File: src/hw/rtl/hcbp_pkg.sv
// Shared constants and types for the Huffman code bit packer.
`default_nettype none
package hcbp_pkg;

	localparam int MAX_CODE_LEN = 32;
	localparam int SYMBOL_COUNT = 256;

	localparam int SYM_W  = 8;
	localparam int CODE_W = 32;
	localparam int LEN_W  = 6;
	localparam int BYTE_W = 8;
	localparam int PAD_W  = 3;
	localparam int ACC_W  = BYTE_W + CODE_W;
	localparam int CNT_W  = 6;

	localparam int S_TDATA_W = 48;
	localparam int S_TUSER_W = 1;
	localparam int M_TDATA_W = 8;
	localparam int M_TUSER_W = 3;

	localparam int QDEPTH  = 4;
	localparam int QPTR_W  = 2;
	localparam int QCNT_W  = 3;

	localparam logic OP_LOAD   = 1'b0;
	localparam logic OP_ENCODE = 1'b1;

	typedef struct packed {
		logic              eod;
		logic [LEN_W-1:0]  len;
		logic [CODE_W-1:0] bits;
	} item_t;

endpackage
`default_nettype wire

File: src/hw/rtl/hcbp_queue.sv
// Short FIFO between the lookup front end and the bit packer.
`default_nettype none
module hcbp_queue (
	input  wire logic                        clk,
	input  wire logic                        arst_n,
	input  wire logic                        push,
	input  wire hcbp_pkg::item_t             push_item,
	input  wire logic                        pop,
	output logic                             head_valid,
	output hcbp_pkg::item_t                  head,
	output logic [hcbp_pkg::QCNT_W-1:0]      count
);
	hcbp_pkg::item_t                  mem [hcbp_pkg::QDEPTH];
	logic [hcbp_pkg::QPTR_W-1:0]      wr_ptr_q;
	logic [hcbp_pkg::QPTR_W-1:0]      rd_ptr_q;
	logic [hcbp_pkg::QCNT_W-1:0]      count_q;

	always_ff @(posedge clk) begin
		if (push) begin
			mem[wr_ptr_q] <= push_item;
		end
	end

	always_ff @(posedge clk or negedge arst_n) begin
		if (!arst_n) begin
			wr_ptr_q <= '0;
			rd_ptr_q <= '0;
			count_q  <= '0;
		end else begin
			if (push) begin
				wr_ptr_q <= wr_ptr_q + 1'b1;
			end
			if (pop) begin
				rd_ptr_q <= rd_ptr_q + 1'b1;
			end
			case ({push, pop})
				2'b10:   count_q <= count_q + 1'b1;
				2'b01:   count_q <= count_q - 1'b1;
				default: count_q <= count_q;
			endcase
		end
	end

	assign head_valid = count_q != '0;
	assign head       = mem[rd_ptr_q];
	assign count      = count_q;

endmodule
`default_nettype wire

File: config.mk
export PLATFORM = sky130hd
export DESIGN_NAME = hcbp_queue
export DESIGN_NICKNAME = d
export VERILOG_FILES = /design/src/hw/rtl/hcbp_pkg.sv /design/src/hw/rtl/hcbp_queue.sv
export SDC_FILE = /design/constraint.sdc
export NUM_CORES = 1
export LEC_CHECK = 0
export BUFFER_PORTS_ARGS = -buffer_cell sky130_fd_sc_hd__buf_4
export CAP_MARGIN = 15
export CORE_ASPECT_RATIO = 2
export CORE_MARGIN = 2
export CORE_UTILIZATION = 60
export DETAILED_ROUTE_END_ITERATION = 7
export HOLD_SLACK_MARGIN = 0.12
export PLACE_DENSITY = 0.94
export SLEW_MARGIN = 20
export SYNTH_ARGS = -nofsm -noshare
export SYNTH_HDL_FRONTEND = slang
export SYNTH_SLANG_ARGS = --single-unit
File: constraint.sdc
create_clock -name clk -period 4.8 [get_ports clk]
set_input_delay 0.48 -clock clk [delete_from_list [all_inputs] [get_ports clk]]
set_output_delay 0.48 -clock clk [all_outputs]
set_load 0.01 [all_outputs]
======== Yosys cells after proc, flatten, opt, wreduce, memory -nomap -nowiden ========
Memories as Yosys holds them, arrays and structs flattened.
Index checks and enable logic that the tools add are counted.
word-level totals
  register bits ........................... 7
  memory bits (writable) .................. 156
  bits of input ports ..................... 43
  output and inout bits ................... 43
  memories ................................ 1
operators by class
  $add $sub $neg .......................... 4
  equal/unequal tests ..................... 2
  multiplexer cells ....................... 3
  reductions and logical operators ........ 2
memory list
  name  depth  width  read ports  clocked after Yosys merged registers in  wr ports  RTL line          RTL
  mem   4      39     1           0                                        1         hcbp_queue.sv:13  hcbp_pkg::item_t mem [hcbp_pkg::QDEPTH];
operators with widths
  kind                   number
  $pmux W3 S2            1
  $add A2 B1 Y2 const B  2
  $add A3 B1 Y3 const B  1
  $reduce_bool A3 Y1     1
  $sub A3 B1 Y3 const B  1
  $eq A2 B1 Y1 const B   1
  $eq A2 B2 Y1 const B   1
  $mux W1                2
  $reduce_bool A2 Y1     1

======== Longest topological paths before layout ========
  word-level depth ........................ 2
  depth in mapped cells ................... 6
  depth with buffers taken out ............ 6

======== Least setup slack after synthesis ========
No wires, ideal clock.
  path type ............................... reg2reg
  start point ............................. register wr_ptr_q[0] (netlist name)
  end point ............................... memory mem[0][0] (netlist name), enable pin
  library setup time ...................... 0.400 ns
  arrival time ............................ 1.567 ns
  required time ........................... 4.400 ns
  slack ................................... 2.833 ns
  cell stages (with the launch flop) ...... 4
  buffers on the path ..................... 0
  period minus slack after synthesis ...... 1.967 ns
  cell sequence ........................... dfrtp_1 > inv_1 > ha_1 > and2_1
RTL lines
  what                    RTL line          RTL
  start, declared         hcbp_queue.sv:14  logic [hcbp_pkg::QPTR_W-1:0] wr_ptr_q;
  start signal, assigned  hcbp_queue.sv:31  wr_ptr_q <= wr_ptr_q + 1'b1;
  end, declared           hcbp_queue.sv:13
No word-level cell before the write port.

==> impl_metrics.toml <==
[global_route]
grt_start_max_net_pins = 41
gr-usage-met2 = 0.339
grt_use_total = 0.209
antenna_found_initial = 0
use_met3 = 0.0690
grt.met1_usage = 0.245
first_global_vias = 2947
wire_length_of_the_first_global_routing_pass_mm = 15.9
global_route.peak_usage_layer = "met2"
grt.overflow.total = 0

[logic_synthesis]
post_synth_xor_area_fraction = 0.00867
yosysWarnings = 0
post_synth_edffs = 156
synth_common_cells = "sky130_fd_sc_hd__edfxtp_1 (156), sky130_fd_sc_hd__mux4_2 (38), sky130_fd_sc_hd__dfrtp_1 (7)"
synth.most_common_cell = "sky130_fd_sc_hd__edfxtp_1"
synth-seq-area-share = 0.802
postSynthCellCount = 236
synth_seq_cells = 163
synthMuxAreaShare = 0.147
syn-num-nets = 285
synthesis.area_per_instance_um2 = 25.7
netlist.area_leader.share = 0.773
ys.flop_type = "sky130_fd_sc_hd__edfxtp_1"
ys_async_sr_fraction = 0.0429
adder_cell_fraction_of_synth_area = 0.0136
synth_compound_gate_area_share = 0.000826
synth_simple_gate_area_frac = 0.00702
synthDistinctLibCells = 18
synth_top_family_by_area = "multiplexers"
syn_area_um2 = 6060
synth_area_leader_cell = "sky130_fd_sc_hd__edfxtp_1"
synth.area.top_cells = "sky130_fd_sc_hd__edfxtp_1 (77%), sky130_fd_sc_hd__mux4_2 (14%), sky130_fd_sc_hd__dfrtp_1 (2.9%)"

[worst_setup_path]
r2r_cell_count = 3
critical-path-max-stage-delay_ns = 0.94
worst-endpoint-arrival_ns = 2.54
worstSetupPathType = "reg -> out"
worst-endpoint-required_ns = 4.32
worstSetupStartpointType = "register"
worst_path_dominant_cell_family = "flip-flops"
worst_path_most_repeated_cell = "sky130_fd_sc_hd__buf_4"
cp_cell_sequence = "buf_4 > mux4_2 > buf_4"
reg2reg_from = "wr_ptr_q[0]"
setup.worst_path.end_class = "output port"
rr_endpoint = "mem[0][33]"
r2r_slack_ns = 2.89
critical_path_buf_inv_count = 2
crit_path_top_delay_cell = "sky130_fd_sc_hd__dfrtp_2"
crit_path_max_fanout = 27

[clocking]
postCtsResizedCells = 0
cts-buffers-inserted = 17
ctsHtreeMaxLevel = 4
cts.root.buffer_cell = "sky130_fd_sc_hd__clkbuf_16"
post_cts_buffers = 0
tritoncts = "yes"
insertion_delay_ns = 0.41
cts_hold_buf = 1
clock_slew_at_the_register_clock_pins_of_the_worst_setup_and_hold_paths_ns = 0.06
cts_num_sinks = 163
maximum_number_of_buffers_from_clock_root_to_sink = 2

[route]
ant_nets = 0
detailroute.via_count = 2681
route.detailed.drc = 0
wl_mm = 10.2
initialDrtViolationCount = 216
drt_pre_antenna_iters = 4
route.detailed.wl_per_inst_um = 21.3
drt-vias-per-instance = 5.61

[sta]
final-setup-viol-count = 0
timing.max_slew.rel_slack = 0.299
final_period_minus_worst_setup_slack_ns = 3.02
timing.final.max_slew_violations = 0
max_slew.worst_pin.slew_ns = 1.05
period_share = 0.629
grt_setup_unrepaired = "no"
final_critical_path_setup_slack_ns = 1.78
fin_setup_tns_ns = 0
finalClockSkew_ns = 0.00678
hold_violations = 0
max_freq_mhz = 331

[place]
routabilityCongestion = 0.715
port_buffers = 85
detailedPlacementHpwl_mm = 6.18
place.detailed.instances = 445
detailedPlace.worstSlack_ns = 2.13

[worst_hold_path]
min_to = "mem[3][29]"
min_path_cells = 1
worst_hold_startpoint = "push_item[29]"
hp-class = "in -> reg"

[cells_and_area]
area_growth_pct = 21.6
num-nets-final = 382
final_layout_size_suffix_gt1_frac = 0.460
fill_cells = 524
antenna_cells_inserted = 0
layout.core_utilization = 0.754
layoutNonFillerInstCount = 478

[floorplan]
core.rowCount = 51
die_area_um2 = 11000
initial_utilization = 0.621
die_h_um = 146
design.core.area_um2 = 9760
design.portCount = 86
die_width_um = 75.1

[pwr]
ir_drop_mv = 0.501
power_density_nw_per_um2 = 629
leakage_nw = 2.56

[run]
cap_viol_max_count = 0

[status]
status = "finished, final reports clean"
[cell type report]
cell class | count | area (um2) | share of cell area
Clock buffer | 19 | 433 | 0.0588
Inverter | 3 | 11.3 | 0.00153
Sequential cell | 163 | 4860 | 0.660
Timing Repair Buffer | 87 | 656 | 0.0890
Clock inverter | 13 | 158 | 0.0214
Multi-Input combinational cell | 61 | 1080 | 0.147
Tap cell | 132 | 165 | 0.0224
[metrics by stage]
| stage | cell area (um2) | hold slack (ns) | power [mW] |
|---|---|---|---|
| 3_3_place_gp | 6770 | 0.294 | 3.31 |
| 4_1_cts | 7370 | 0.243 | 4.69 |
| 6_report | 7370 | 0.262 | 4.63 |
| 5_1_grt | 7370 | 0.248 | 4.83 |
| 2_1_floorplan | 6060 | 0.184 | 2.85 |
| 3_5_place_dp | 6770 | 0.296 | 3.36 |
[worst max path at each step]
stage	slack [ns]	cells after the start	end	startpoint
2_1_floorplan	2.83	3	mem[0][0]	wr_ptr_q[0]
3_5_place_dp	2.13	3	head[26]	rd_ptr_q[0]
6_report	1.78	3	head[25]	rd_ptr_q[0]
4_1_cts	1.68	3	head[28]	rd_ptr_q[0]
5_1_grt	1.59	3	head[25]	rd_ptr_q[0]
3_3_place_gp	2.15	3	head[25]	rd_ptr_q[0]
[routing by layer]
metal / share of wire / up-vias
met5: 0 / -
met3: 0.054 / 25
met2: 0.57 / 95
met4: 0.029 / 0
met1: 0.35 / 1378
li1: - / 1183
[cells by family (layout without fill, tap and decap cells)]
kind of cell,after synthesis,after routing
compound gates,1,1
xor+xnor,6,6
fa+ha+maj,6,6
buf+inv,12,122
flops,163,163
mux,40,40
simple gates,8,8
[report_power, final]
group	internal (mW)	total, mW	switching (mW)
Combinational	0.688	1.23	0.538
Sequential	1.87	2.09	0.214
Clock	0.815	1.32	0.508
[sequential cells by signal (all words and copies together) (netlist names)]
signal    count
wr_ptr_q      2
rd_ptr_q      2
mem         156
count         3
[layout by cell type, fill, tap and decap left out]
cell	synthesis	final
sky130_fd_sc_hd__edfxtp_1	156	156
sky130_fd_sc_hd__buf_4	0	86
sky130_fd_sc_hd__mux4_2	38	38
sky130_fd_sc_hd__clkbuf_16	0	17
sky130_fd_sc_hd__ha_1	5	5
sky130_fd_sc_hd__clkinvlp_4	0	5
sky130_fd_sc_hd__dfrtp_1	7	5
sky130_fd_sc_hd__and2_2	0	4
sky130_fd_sc_hd__inv_1	3	3
sky130_fd_sc_hd__xnor2_1	3	3
sky130_fd_sc_hd__xor2_1	3	3
sky130_fd_sc_hd__bufinv_16	0	3
sky130_fd_sc_hd__nand2_1	2	2
sky130_fd_sc_hd__clkinv_1	0	2
sky130_fd_sc_hd__clkbuf_1	0	2
sky130_fd_sc_hd__inv_6	0	2
sky130_fd_sc_hd__dfrtp_2	0	2
sky130_fd_sc_hd__mux4_1	1	1
sky130_fd_sc_hd__or3_1	1	1
sky130_fd_sc_hd__mux2_2	1	1
sky130_fd_sc_hd__o21ai_0	1	1
sky130_fd_sc_hd__nor2_1	1	1
sky130_fd_sc_hd__fa_1	1	1
sky130_fd_sc_hd__clkinv_2	0	1
sky130_fd_sc_hd__dlygate4sd3_1	0	1
[worst reg2reg max path, delay by kind of cell (launching register included)]
kind,cells,cell delay [ns]
and+or+nand+nor,1,0.85
DFF,1,0.42
adders and majority gates,1,0.15
buffers and inverters,1,0.10
No activity file was read; power rests on OpenSTA's default activity.
