`config.mk`:
```
export PLATFORM = sky130hd
export DESIGN_NAME = hcbp_back
export DESIGN_NICKNAME = d
export VERILOG_FILES = /design/src/hw/rtl/hcbp_pkg.sv /design/src/hw/rtl/hcbp_back.sv
export SDC_FILE = /design/constraint.sdc
export NUM_CORES = 1
export LEC_CHECK = 0
export BUFFER_PORTS_ARGS = -buffer_cell sky130_fd_sc_hd__buf_2
export CORE_MARGIN = 1.5
export CORE_UTILIZATION = 56
export DETAILED_ROUTE_END_ITERATION = 6
export GPL_TIMING_DRIVEN = 0
export PLACE_DENSITY = 0.77
export SYNTH_ARGS = -nofsm -noshare
export SYNTH_HDL_FRONTEND = slang
export SYNTH_SLANG_ARGS = --single-unit
export TNS_END_PERCENT = 50
```
`constraint.sdc`:
```
create_clock -name clk -period 4.4 [get_ports clk]
set_clock_uncertainty 0.1 [all_clocks]
set_input_delay 0.22 -clock clk [delete_from_list [all_inputs] [get_ports clk]]
set_output_delay 0.22 -clock clk [all_outputs]
set_load 0.02 [all_outputs]
```
`src/hw/rtl/hcbp_pkg.sv`:
```
// Shared constants and types for the Huffman code bit packer.
`default_nettype none
package hcbp_pkg;

	localparam int MAX_CODE_LEN = 32;
	localparam int SYMBOL_COUNT = 256;

	localparam int SYM_W  = 8;
	localparam int CODE_W = 32;
	localparam int LEN_W  = 6;
	localparam int BYTE_W = 8;
	localparam int PAD_W  = 3;
	localparam int ACC_W  = BYTE_W + CODE_W;
	localparam int CNT_W  = 6;

	localparam int S_TDATA_W = 48;
	localparam int S_TUSER_W = 1;
	localparam int M_TDATA_W = 8;
	localparam int M_TUSER_W = 3;

	localparam int QDEPTH  = 4;
	localparam int QPTR_W  = 2;
	localparam int QCNT_W  = 3;

	localparam logic OP_LOAD   = 1'b0;
	localparam logic OP_ENCODE = 1'b1;

	typedef struct packed {
		logic              eod;
		logic [LEN_W-1:0]  len;
		logic [CODE_W-1:0] bits;
	} item_t;

endpackage
`default_nettype wire

```
`src/hw/rtl/hcbp_back.sv`:
```
// Back end: MSB-first bit accumulator and registered byte output.
`default_nettype none
module hcbp_back (
	input  wire logic                           clk,
	input  wire logic                           arst_n,
	input  wire logic                           head_valid,
	input  wire hcbp_pkg::item_t                head,
	output logic                                pop,
	output logic                                m_tvalid,
	input  wire logic                           m_tready,
	output logic [hcbp_pkg::M_TDATA_W-1:0]      m_tdata,
	output logic [hcbp_pkg::M_TUSER_W-1:0]      m_tuser,
	output logic                                m_tlast
);
	localparam int ACC_W = hcbp_pkg::ACC_W;
	localparam int CNT_W = hcbp_pkg::CNT_W;
	localparam int BW    = hcbp_pkg::BYTE_W;

	logic [ACC_W-1:0] acc_q;
	logic [CNT_W-1:0] cnt_q;
	logic             eod_q;
	logic             m_tvalid_q;
	logic [BW-1:0]    m_tdata_q;
	logic [hcbp_pkg::PAD_W-1:0] m_tuser_q;
	logic             m_tlast_q;

	logic             out_free;
	logic             full_byte;
	logic             emit;
	logic [CNT_W-1:0] cnt_e;
	logic [ACC_W-1:0] acc_e;
	logic             eod_e;
	logic [ACC_W-1:0] cw;
	logic [ACC_W-1:0] acc_n;
	logic [CNT_W-1:0] cnt_n;
	logic             eod_n;

	always_comb begin
		out_free  = !m_tvalid_q || m_tready;
		full_byte = cnt_q >= CNT_W'(BW);
		emit      = out_free && (full_byte || (eod_q && cnt_q != '0));
		cnt_e     = cnt_q;
		acc_e     = acc_q;
		if (emit) begin
			cnt_e = full_byte ? cnt_q - CNT_W'(BW) : '0;
			acc_e = acc_q << BW;
		end
		eod_e = eod_q && (cnt_e != '0);
		pop   = head_valid && (cnt_e < CNT_W'(BW)) && !eod_e;
		// code left-aligned at the accumulator top, bits above its length dropped
		cw    = {head.bits, {BW{1'b0}}} << (hcbp_pkg::LEN_W'(hcbp_pkg::CODE_W) - head.len);
		acc_n = acc_e;
		cnt_n = cnt_e;
		eod_n = eod_e;
		if (pop) begin
			acc_n = acc_e | (cw >> cnt_e);
			cnt_n = cnt_e + CNT_W'(head.len);
			eod_n = head.eod;
		end
	end

	always_ff @(posedge clk or negedge arst_n) begin
		if (!arst_n) begin
			acc_q      <= '0;
			cnt_q      <= '0;
			eod_q      <= 1'b0;
			m_tvalid_q <= 1'b0;
			m_tdata_q  <= '0;
			m_tuser_q  <= '0;
			m_tlast_q  <= 1'b0;
		end else begin
			acc_q <= acc_n;
			cnt_q <= cnt_n;
			eod_q <= eod_n;
			if (out_free) begin
				m_tvalid_q <= emit;
			end
			if (emit) begin
				m_tdata_q <= acc_q[ACC_W-1 -: BW];
				m_tuser_q <= full_byte ? '0 : hcbp_pkg::PAD_W'(CNT_W'(BW) - cnt_q);
				m_tlast_q <= eod_q && (cnt_q <= CNT_W'(BW));
			end
		end
	end

	assign m_tvalid = m_tvalid_q;
	assign m_tdata  = m_tdata_q;
	assign m_tuser  = m_tuser_q;
	assign m_tlast  = m_tlast_q;

endmodule
`default_nettype wire

```
=== Word level (Yosys, flattened, before mapping) ===
Index checks and enable logic that the tools add are counted.

* Logic and storage cells: 36
* Register bits after elaboration: 60
* Output and inout port bits: 14
* Input bits: 43

* Order comparisons: 3
* Reduce and logical (&&, ||, !) cells: 12
* Muxes and demuxes: 7
* Add/subtract/negate cells: 4
* Shift operators: 2
* Bitwise gates (word level): 1

{| class="wikitable"
|+ Operator list
! operator !! number
|-
| $mux 40 || 2
|-
| $or 40x40->40 || 1
|-
| $shl 40x6->40 || 1
|-
| $shr 40x6->40 || 1
|-
| $mux 6 || 3
|-
| $reduce_bool 6->1 || 2
|-
| $add 6x6->6 || 1
|-
| $ge 6x4->1 const B || 1
|-
| $le 6x4->1 const B || 1
|-
| $logic_and 1x1->1 || 6
|-
| $lt 6x4->1 const B || 1
|-
| $sub 6x4->6 const B || 1
|-
| $sub 6x6->6 const A || 1
|-
| $mux 3 || 1
|-
| $sub 1x3->3 const A || 1
|-
| $logic_not 1->1 || 2
|-
| $logic_or 1x1->1 || 2
|-
| $mux 1 || 1
|}

=== Longest topological paths before layout ===
Gate-level depths: netlist of run 1.

* Word-level depth: 10
* Depth in mapped cells: 16
* Depth with buffers taken out: 13

=== Least setup slack after synthesis of run 1 ===
OpenSTA, ideal clock, no wires.

* Path kind: in2reg
* Start: input head[32] (netlist name)
* End: register acc_q[27]
* Slack: 995 ps
* Required time: 4,167 ps
* Path buffers: 6
* Arrival: 3,172 ps
* Library setup time: 133 ps
* Stages on the path: 16
* Cell sequence: buf_4 > buf_6 > inv_1 > buf_2 > ha_1 > buf_2 > buf_2 > buf_2 > mux2_2 > mux4_2 > o211ai_1 > nand2_1 > o22ai_1 > mux2i_1 > a32oi_1 > o211ai_1

* Word-level cells in the longest chain between the ends: 5

{| class="wikitable"
|+ RTL lines
! element !! line !! RTL
|-
| from (decl) || hcbp_back.sv:7 || <nowiki>input wire hcbp_pkg::item_t head,</nowiki>
|-
| $sub 6x6->6 || hcbp_back.sv:51 || <nowiki>cw = {head.bits, {BW{1'b0}}} << (hcbp_pkg::LEN_W'(hcbp_pkg::CODE_W) - head.len);</nowiki>
|-
| $shl 40x6->40 || hcbp_back.sv:51 ||
|-
| $shr 40x6->40 || hcbp_back.sv:56 || <nowiki>acc_n = acc_e | (cw >> cnt_e);</nowiki>
|-
| $or 40x40->40 || hcbp_back.sv:56 ||
|-
| $mux 40 || hcbp_back.sv:55 || <nowiki>if (pop) begin</nowiki>
|-
| via acc_n[27] || hcbp_back.sv:34 || <nowiki>logic [ACC_W-1:0] acc_n;</nowiki>
|-
| to (signal assigned) || hcbp_back.sv:72 || <nowiki>acc_q <= acc_n;</nowiki>
|-
| to (decl) || hcbp_back.sv:19 || <nowiki>logic [ACC_W-1:0] acc_q;</nowiki>
|}

The timed path passes the listed nets, and every way through them passes these cells.
A chain may end at the register's enable or synchronous reset.

=== Worst setup path after layout of run 1 ===
Same ends and word-level chain as after synthesis.

==> results of run 1 <==
-- metrics by stage --
stage                     hold slack [ns]  utilization  cells  area, sq um  setup slack, ns
after floorplan                    -0.176            -    752         6500            0.995
after global placement              0.352        0.612    951         6960           0.0813
after detailed placement            0.351        0.612    951         6960           0.0386
after CTS                          0.0866        0.641    967         7290            0.375
after global routing               0.0955        0.643    968         7310           0.0781
final                              0.0901        0.643    968         7310            0.245
-- registers in the layout (all words and copies together) (netlist names) --
signal	cells
acc_q	40
m_tdata	8
cnt_q	6
m_tuser	3
eod_q	1
m_tlast	1
m_tvalid	1
-- synthesized netlist by cell type, drive strengths merged, types with 4 or more instances --
cell / n
a211oi: 7
a21o: 8
a21oi: 31
a22o: 5
a22oi: 6
a31oi: 7
and2: 4
buf: 40
clkbuf: 21
dfrtp: 60
ha: 8
inv: 19
mux2: 32
mux2i: 44
mux4: 33
nand2: 99
nand2b: 6
nand3: 30
nand4: 8
nor2: 79
nor2b: 8
nor3: 15
o211ai: 19
o21ai: 59
o22ai: 19
o2bb2ai: 4
o31ai: 10
o32ai: 4
or4: 5
xnor2: 4
-- routing by layer --
layer / vias to the layer above / global-route usage / routed length, um
li1: 2977 / - / -
met1: 3338 / 0.565 / 9770
met4: 0 / 0.105 / 608
met5: - / 0 / 0
met3: 72 / 0.0984 / 3220
met2: 551 / 0.572 / 10300
-- kinds of logic (layout without fill, tap and decap cells) --
family,count (synthesis),in the layout
AND/OR/NAND/NOR,274,274
multiplexers,109,109
AO/OA/AOI/OAI,212,212
adder cells (fa/ha/maj),9,9
buffers and inverters,81,154
XOR/XNOR,7,7
flip-flops,60,60
-- worst max-delay path, stage by stage --
cell and delay, ns:
buf_2 0.11, buf_4 0.22, buf_6 0.23, inv_1 0.07, buf_2 0.23, ha_1 0.38
buf_2 0.22, buf_2 0.31, buf_2 0.35, mux2_2 0.37, mux4_2 0.48, o211ai_1 0.11
nand2_1 0.12, o22ai_1 0.34, mux2i_1 0.18, a32oi_1 0.19, o211ai_1 0.12
-- power by group through the flow --
stage	Sequential, uW	Combinational [uW]	Clock [uW]
after floorplan	950	1660	0
after global placement	920	2350	0
after detailed placement	932	2390	0
after CTS	923	2400	759
after global routing	947	2670	788
final	931	2500	760
-- path summary, 6_finish.rpt --
check,startpoint,end,slack (ns)
max in group asynchronous,arst_n,acc_q[2]$_DFF_PN0_,3.29
hold reg to reg,m_tlast$_DFFE_PN0N_,m_tlast$_DFFE_PN0N_,0.36
hold / removal,head[38],eod_q$_DFF_PN0_,0.09
setup / recovery,head[32],acc_q[27]$_DFF_PN0_,0.25
setup reg to reg,cnt_q[3]$_DFF_PN0_,cnt_q[5]$_DFF_PN0_,0.70
min in group asynchronous,arst_n,cnt_q[3]$_DFF_PN0_,0.39
-- final cells by class --
cell class              instances  area (sq um)
multi-input cells             611          4580
fillers                       976          4060
flip-flops and latches         60          1500
plain buffers                  61           344
repair buffers                 57           293
clock buffers                   9           225
well taps                     143           179
clock inverters                 7           100
inverters                      20          78.8
-- what timing repair did --
item | 4_1_cts | 5_1_grt
endpoints found under the setup margin | 0 | 1
endpoints found under the hold margin | 0 | 60
buffers inserted | 0 | 0
hold buffers | 0 | 1
gates resized for setup | 0 | 1
==> out/results.txt, run 1 <==
Worst Tran Pin Value -> 1.09 ns
Avg Inst Size Synth -> 8.65 sq um
switching pwr -> 2050 uW
Synth area leader -> dfrtp_1
Power Internal -> 2150 uW
number of antenna-violating nets in the routed design -> 0
die width -> 111 um
Critical Path Fanout Max -> 10
Crit. End Element -> flop
fmax -> 241 MHz
Final period util -> 0.944
Layout area overhead -> 12.4%
Static Leak -> 0.00312 uW
run status -> finished clean
post-synthesis adder-cell area fraction -> 0.0185
setup_tns -> 0 ns
Reg clk slew, reported paths -> 0.05 ns
Initial Utilization -> 0.572
share of cells above drive strength 1 -> 0.262
Post-Synth Simple-Gate Area -> 0.202
post-synthesis cell type count -> 92
multiplexer share of the synthesized area -> 0.240
ys flop type -> dfrtp_1
xor-xnor portion of the synthesized cell area -> 0.0117
top cells by area, synth -> dfrtp_1 (23%), mux4_2 (11%), mux2i_1 (6.6%), nand2_1 (5.5%), mux2_2 (5.2%)
asr flop ratio synth -> 1.00
Residual DRC -> 0
worst vdd ir -> 537 uV
most frequent cells in the layout -> nand2_1 (96), buf_2 (81), nor2_1 (72)
Compound-Gate Fraction of Synth Area -> 0.232
routability cong. -> 0.984
Pwr Total -> 4200 uW
WHS Path Cells -> 2
synthesized flop and latch total -> 60
vias in the first global route -> 6,498
Worst Setup Start Kind -> input pin
Routed WL -> 23,900 um
sequential share of power -> 0.222
Switching Fraction -> 0.488
DIE HEIGHT -> 111 um
Arr. time, crit path -> 4.25 ns
commonest non-fill, non-tap cell in the layout -> nand2_1
RSZ-0062 raised after global routing -> false
# clock sinks -> 60
IO Pins -> 57
Setup Viol. Count Final -> 0
Remaining Overflow, GRT -> 0
cell row count -> 39
Max Cap Viol -> 0
Period minus WS final -> 4.15 ns
initial antenna violation count -> 0
number of clock buffers inserted by TritonCTS -> 9
Crit path required time -> 4.49 ns
Post-DP HPWL -> 18,300 um
worst min-delay path class -> in2reg
clock power share -> 0.181
Worst R2R Path Depth -> 13
Ys Warns -> 0
Inserted Diodes -> 0
clock buffer depth -> 2
Mapped Area -> 6500 sq um
Seq/Total Area, Yosys -> 0.231
logic gate share of total power -> 0.597
largest net degree at the start of global routing -> 61
H-tree Lvls -> 3
power per cell area -> 574 nW/um^2
Via density -> 7.17
Synth top area share -> 0.231
largest family of logic cells by synthesized area -> multiplexers
worst skew pair latency -> 0.33 ns
EDFF count, synth -> 0
1st-pass router iterations -> 7
die area -> 12,300 sq um
CTS Root Cell -> clkbuf_16
# nets final -> 872
initial DRC count -> 1,056
Slew HR -> 0.275
max-slew violations -> 0
first-pass GRT wire length -> 37,200 um
WS Path Type -> in2reg
total track usage -> 0.387
core region area -> 11,400 sq um
IO buf count -> 56
CTS tree -> built
final hold vios -> 0
Avg WL per Cell -> 24.7 um
Syn Nets -> 804
Syn Inst Count -> 752
via count -> 6,938
Power figures use the tool's default switching activity.
==> run 2: changes to the inputs <==
--- a/config.mk
+++ b/config.mk
@@ -6,11 +6,13 @@
 export NUM_CORES = 1
 export LEC_CHECK = 0
 export BUFFER_PORTS_ARGS = -buffer_cell sky130_fd_sc_hd__buf_2
+export CAP_MARGIN = 25
 export CORE_MARGIN = 1.5
 export CORE_UTILIZATION = 56
 export DETAILED_ROUTE_END_ITERATION = 6
 export GPL_TIMING_DRIVEN = 0
 export PLACE_DENSITY = 0.77
+export REMOVE_ABC_BUFFERS = 1
 export SYNTH_ARGS = -nofsm -noshare
 export SYNTH_HDL_FRONTEND = slang
 export SYNTH_SLANG_ARGS = --single-unit
==> out/results.txt, run 2 (synthesis gave the netlist of run 1 again) <==
run status -> finished clean
Worst Setup Start Kind -> input pin
share of cells above drive strength 1 -> 0.240
Period minus WS final -> 4.05 ns
Crit. End Element -> flop
worst-path cell chain -> buf_2 > buf_12 > inv_1 > ha_2 > buf_12 > mux2_2 > mux2i_1 > o21ai_2 > a2111oi_0 > mux2_2 > nor2_1 > a21oi_2 > o221ai_1
Slew HR -> 0.355
commonest non-fill, non-tap cell in the layout -> nand2_1
CP max stage delay -> 0.65 ns
most frequent cells in the layout -> nand2_1 (96), nor2_1 (72), dfrtp_1 (60)
Critical Path Source -> head[32]
CTS tree -> built
vias in the first global route -> 5,979
Inserted Diodes -> 0
# clock sinks -> 60
Worst R2R Path Depth -> 11
RSZ-0062 raised after global routing -> false
fmax -> 247 MHz
cts hold-fix bufs -> 1
RR Startpoint -> cnt_q[5]$_DFF_PN0_
number of clock buffers inserted by TritonCTS -> 9
H-tree Lvls -> 3
total track usage -> 0.318
clock buffer depth -> 2
Final period util -> 0.920
Arr. time, crit path -> 4.14 ns
fillcell total -> 977
IO buf count -> 56
via count -> 6,236
worst r2r dst -> acc_q[16]$_DFF_PN0_
Avg WL per Cell -> 21.1 um
Setup Viol. Count Final -> 0
Reg clk slew, reported paths -> 0.05 ns
setup_tns -> 0 ns
Fin Hold WS -> 0.0606 ns
Layout area overhead -> 9.45%
Residual DRC -> 0
Core Util, Final -> 0.626
register-to-register path setup slack -> 0.44 ns
worst skew pair latency -> 0.33 ns
cell row count -> 39
initial DRC count -> 638
Worst Setup EP -> acc_q[32]$_DFF_PN0_
slowest CP cell -> a2111oi_0
# nets final -> 822
first-pass GRT wire length -> 31,500 um
core region area -> 11,400 sq um
Crit path required time -> 4.49 ns
largest net degree at the start of global routing -> 52
1st-pass router iterations -> 7
initial antenna violation count -> 0
Via density -> 6.80
number of antenna-violating nets in the routed design -> 0
worst min-delay path class -> in2reg
Remaining Overflow, GRT -> 0
flip-flop count of the largest register after layout -> 40
Routed WL -> 19,400 um
WS Path Type -> in2reg
Static Leak -> 0.00299 uW
IO Pins -> 57
Post-DP HPWL -> 14,600 um
CTS Root Cell -> clkbuf_16
final hold vios -> 0
Initial Utilization -> 0.572
Top reg by flops -> acc_q
routability cong. -> 0.943
post-CTS setup buffers -> 0
die area -> 12,300 sq um
Critical Path Fanout Max -> 51
Max Cap Viol -> 0
power per cell area -> 546 nW/um^2
dpl cell area -> 6820 sq um
post-CTS sizing -> 0
worst vdd ir -> 532 uV
WHS Path Cells -> 2
design area -> 7120 sq um
Worst Tran Pin Value -> 0.963 ns
die width -> 111 um
DIE HEIGHT -> 111 um
max-slew violations -> 0
[run 2: cell types whose count changed in the layout (fill, tap and decap cells not counted), sizes merged]
cell,before,now
bufinv,2,0
inv,20,19
buf,96,67
clkbuf,30,13
clkinv,5,3
[run 2: cell type report]
class,instances,area (sq um),area share
Inverter,20,78.8,0.0111
Multi-Input combinational cell,611,4590,0.645
Sequential cell,60,1500,0.211
Tap cell,143,179,0.0251
Clock inverter,2,10.0,0.00141
Timing Repair Buffer,68,495,0.0696
Clock buffer,13,260,0.0366
[run 2: power breakdown]
part / internal, uW / leakage, uW / total (uW) / switching (uW)
clock network: 406 / 0.000135 / 644 / 238
logic: 883 / 0.00209 / 2310 / 1430
registers: 778 / 0.000761 / 931 / 153
total: 2070 / 0.00299 / 3890 / 1820
[run 2: worst min path at each step]
stage,startpoint,endpoint,slack (ns)
floorplan,arst_n,acc_q[0]$_DFF_PN0_,-0.18
global placement,acc_q[32]$_DFF_PN0_,m_tdata[0]$_DFFE_PN0N_,0.35
detailed placement,arst_n,m_tuser[1]$_DFFE_PN0N_,0.29
CTS,head[38],eod_q$_DFF_PN0_,0.05
global route,head[38],eod_q$_DFF_PN0_,0.05
finish,head[38],eod_q$_DFF_PN0_,0.06
[run 2: metal layers]
metal  vias up  track usage  share of wire  routed length [um]
met5         -            0              0                   0
met4         0        0.127          0.035                 669
met3        48       0.0361          0.061                1190
met2       288        0.531           0.49                9480
met1      3027        0.423           0.41                8040
li1       2873            -              -                   -
[run 2: metrics by stage]
| step | worst slack, ns | instances | total power [uW] |
|---|---|---|---|
| floorplan | 0.131 | 691 | 2510 |
| global placement | -1.45 | 890 | 3040 |
| detailed placement | -0.138 | 900 | 3200 |
| CTS | 0.211 | 916 | 3850 |
| global route | 0.0151 | 917 | 4160 |
| finish | 0.352 | 917 | 3890 |
[run 2: worst max-delay path, delay by kind of cell]
family / cells / cell delay [ns]
AO/OA/AOI/OAI: 4 / 1.05
adder cells (fa/ha/maj): 1 / 0.46
buffers and inverters: 4 / 1.17
multiplexers: 3 / 1.12
AND/OR/NAND/NOR: 1 / 0.06
==> run 3: changes to the inputs <==
--- a/config.mk
+++ b/config.mk
@@ -12,6 +12,7 @@
 export DETAILED_ROUTE_END_ITERATION = 6
 export GPL_TIMING_DRIVEN = 0
 export PLACE_DENSITY = 0.77
+export RECOVER_POWER = 25
 export REMOVE_ABC_BUFFERS = 1
 export SYNTH_ARGS = -nofsm -noshare
 export SYNTH_HDL_FRONTEND = slang
==> out/results.txt, run 3 (synthesis gave the netlist of run 1 again) <==
run status -> finished with violations
failing checks -> max-capacitance violations, max-slew violations
number of buffers and inverters on the critical path -> 4
cell row count -> 39
dpl cell area -> 6820 sq um
Remaining Overflow, GRT -> 0
routability cong. -> 0.943
Residual DRC -> 0
die area -> 12,300 sq um
Storage cell area -> 1500 sq um
Layout area overhead -> 9.18%
fmax -> 247 MHz
Inserted Diodes -> 0
Multi-input gate area -> 4590 sq um
IO buf count -> 56
IO Pins -> 57
commonest non-fill, non-tap cell in the layout -> nand2_1
Post-DP HPWL -> 14,600 um
Final period util -> 0.921
DIE HEIGHT -> 111 um
Crit path required time -> 4.49 ns
number of clock buffers inserted by TritonCTS -> 9
power per cell area -> 546 nW/um^2
design area -> 7100 sq um
# clock sinks -> 60
Setup Viol. Count Final -> 0
setup_tns -> 0 ns
Top reg by flops -> acc_q
Core Util, Final -> 0.624
via count -> 6,289
initial antenna violation count -> 0
largest net degree at the start of global routing -> 52
H-tree Lvls -> 3
family with the most delay on the worst path -> buffers and inverters
flip-flop count of the largest register after layout -> 40
Worst Setup Start Kind -> input pin
RSZ-0062 raised after global routing -> false
# nets final -> 822
Via density -> 6.86
worst-path cell chain -> buf_2 > buf_12 > inv_1 > ha_2 > buf_12 > mux2_2 > mux2i_1 > o21ai_2 > a2111oi_0 > mux2_2 > nor2_1 > a21oi_2 > o221ai_1
clock buffer depth -> 2
Avg WL per Cell -> 21.1 um
Post-Place Setup Slack -> -0.138 ns
total track usage -> 0.318
CTS Root Cell -> clkbuf_16
Critical Path Fanout Max -> 51
number of antenna-violating nets in the routed design -> 0
worst skew pair latency -> 0.33 ns
1st-pass router iterations -> 6
fillcell total -> 984
max-slew violations -> 38
worst vdd ir -> 535 uV
Reg clk slew, reported paths -> 0.05 ns
Slew HR -> -0.421
worst min-delay path class -> in2reg
CTS tree -> built
Static Leak -> 0.00294 uW
slowest CP cell -> a2111oi_0
Arr. time, crit path -> 4.15 ns
vias in the first global route -> 5,979
Crit. End Element -> flop
CP max stage delay -> 0.66 ns
Period minus WS final -> 4.05 ns
Worst Setup Slack, final -> 0.346 ns
die width -> 111 um
final hold vios -> 0
Initial Utilization -> 0.572
Routed WL -> 19,300 um
Worst Tran Pin Value -> 2.13 ns
most frequent cells in the layout -> nand2_1 (96), nor2_1 (72), dfrtp_1 (60)
first-pass GRT wire length -> 31,500 um
core region area -> 11,400 sq um
Max Cap Viol -> 1
WS Path Type -> in2reg
initial DRC count -> 639
post-CTS setup buffers -> 0
share of cells above drive strength 1 -> 0.222
[run 3: changes by cell type in the layout (fill, tap and decap cells not counted), sizes merged]
cell / before / now
buf: 67 / 53
clkbuf: 13 / 27
[run 3: worst paths after layout]
check | from | to | slack, ns | cells after the start
worst max-delay path | head[32] | acc_q[32]$_DFF_PN0_ | 0.35 | 13
worst min-delay path | head[38] | eod_q$_DFF_PN0_ | 0.06 | 2
worst max register to register | cnt_q[5]$_DFF_PN0_ | acc_q[16]$_DFF_PN0_ | 0.45 | 11
worst min register to register | acc_q[33]$_DFF_PN0_ | m_tdata[1]$_DFFE_PN0N_ | 0.37 | 2
max in group asynchronous | arst_n | acc_q[28]$_DFF_PN0_ | 2.03 | 2
min in group asynchronous | arst_n | m_tuser[1]$_DFFE_PN0N_ | 0.96 | 2
[run 3: repair_timing]
action / in CTS / in global routing
gates resized for setup: 0 / 0
endpoints found under the hold margin: 37 / 0
hold buffers: 1 / 0
[run 3: layout make-up]
type / count / area share
Clock buffer: 13 / 0.0367
Clock inverter: 2 / 0.00141
Inverter: 20 / 0.0111
Multi-Input combinational cell: 611 / 0.647
Sequential cell: 60 / 0.211
Tap cell: 143 / 0.0252
Timing Repair Buffer: 68 / 0.0673
[run 3: report_power, final]
group / internal (uW) / switching, uW
combinational: 868 / 1430
clock: 406 / 239
sequential: 778 / 155
total: 2050 / 1830
[run 3: through the flow]
step	total power, uW	cells	hold slack, ns
CTS	3850	916	0.0543
floorplan	2510	691	-0.176
global placement	3040	890	0.347
detailed placement	3200	900	0.290
finish	3880	917	0.0622
global route	4150	917	0.0540
[run 3: metal layers]
metal  part of all wire  GRT usage  up-vias
li1                   -          -     2877
met1               0.41      0.423     3069
met2               0.49      0.531      292
met3              0.062     0.0361       51
met4              0.034      0.127        0
met5                  0          0        -
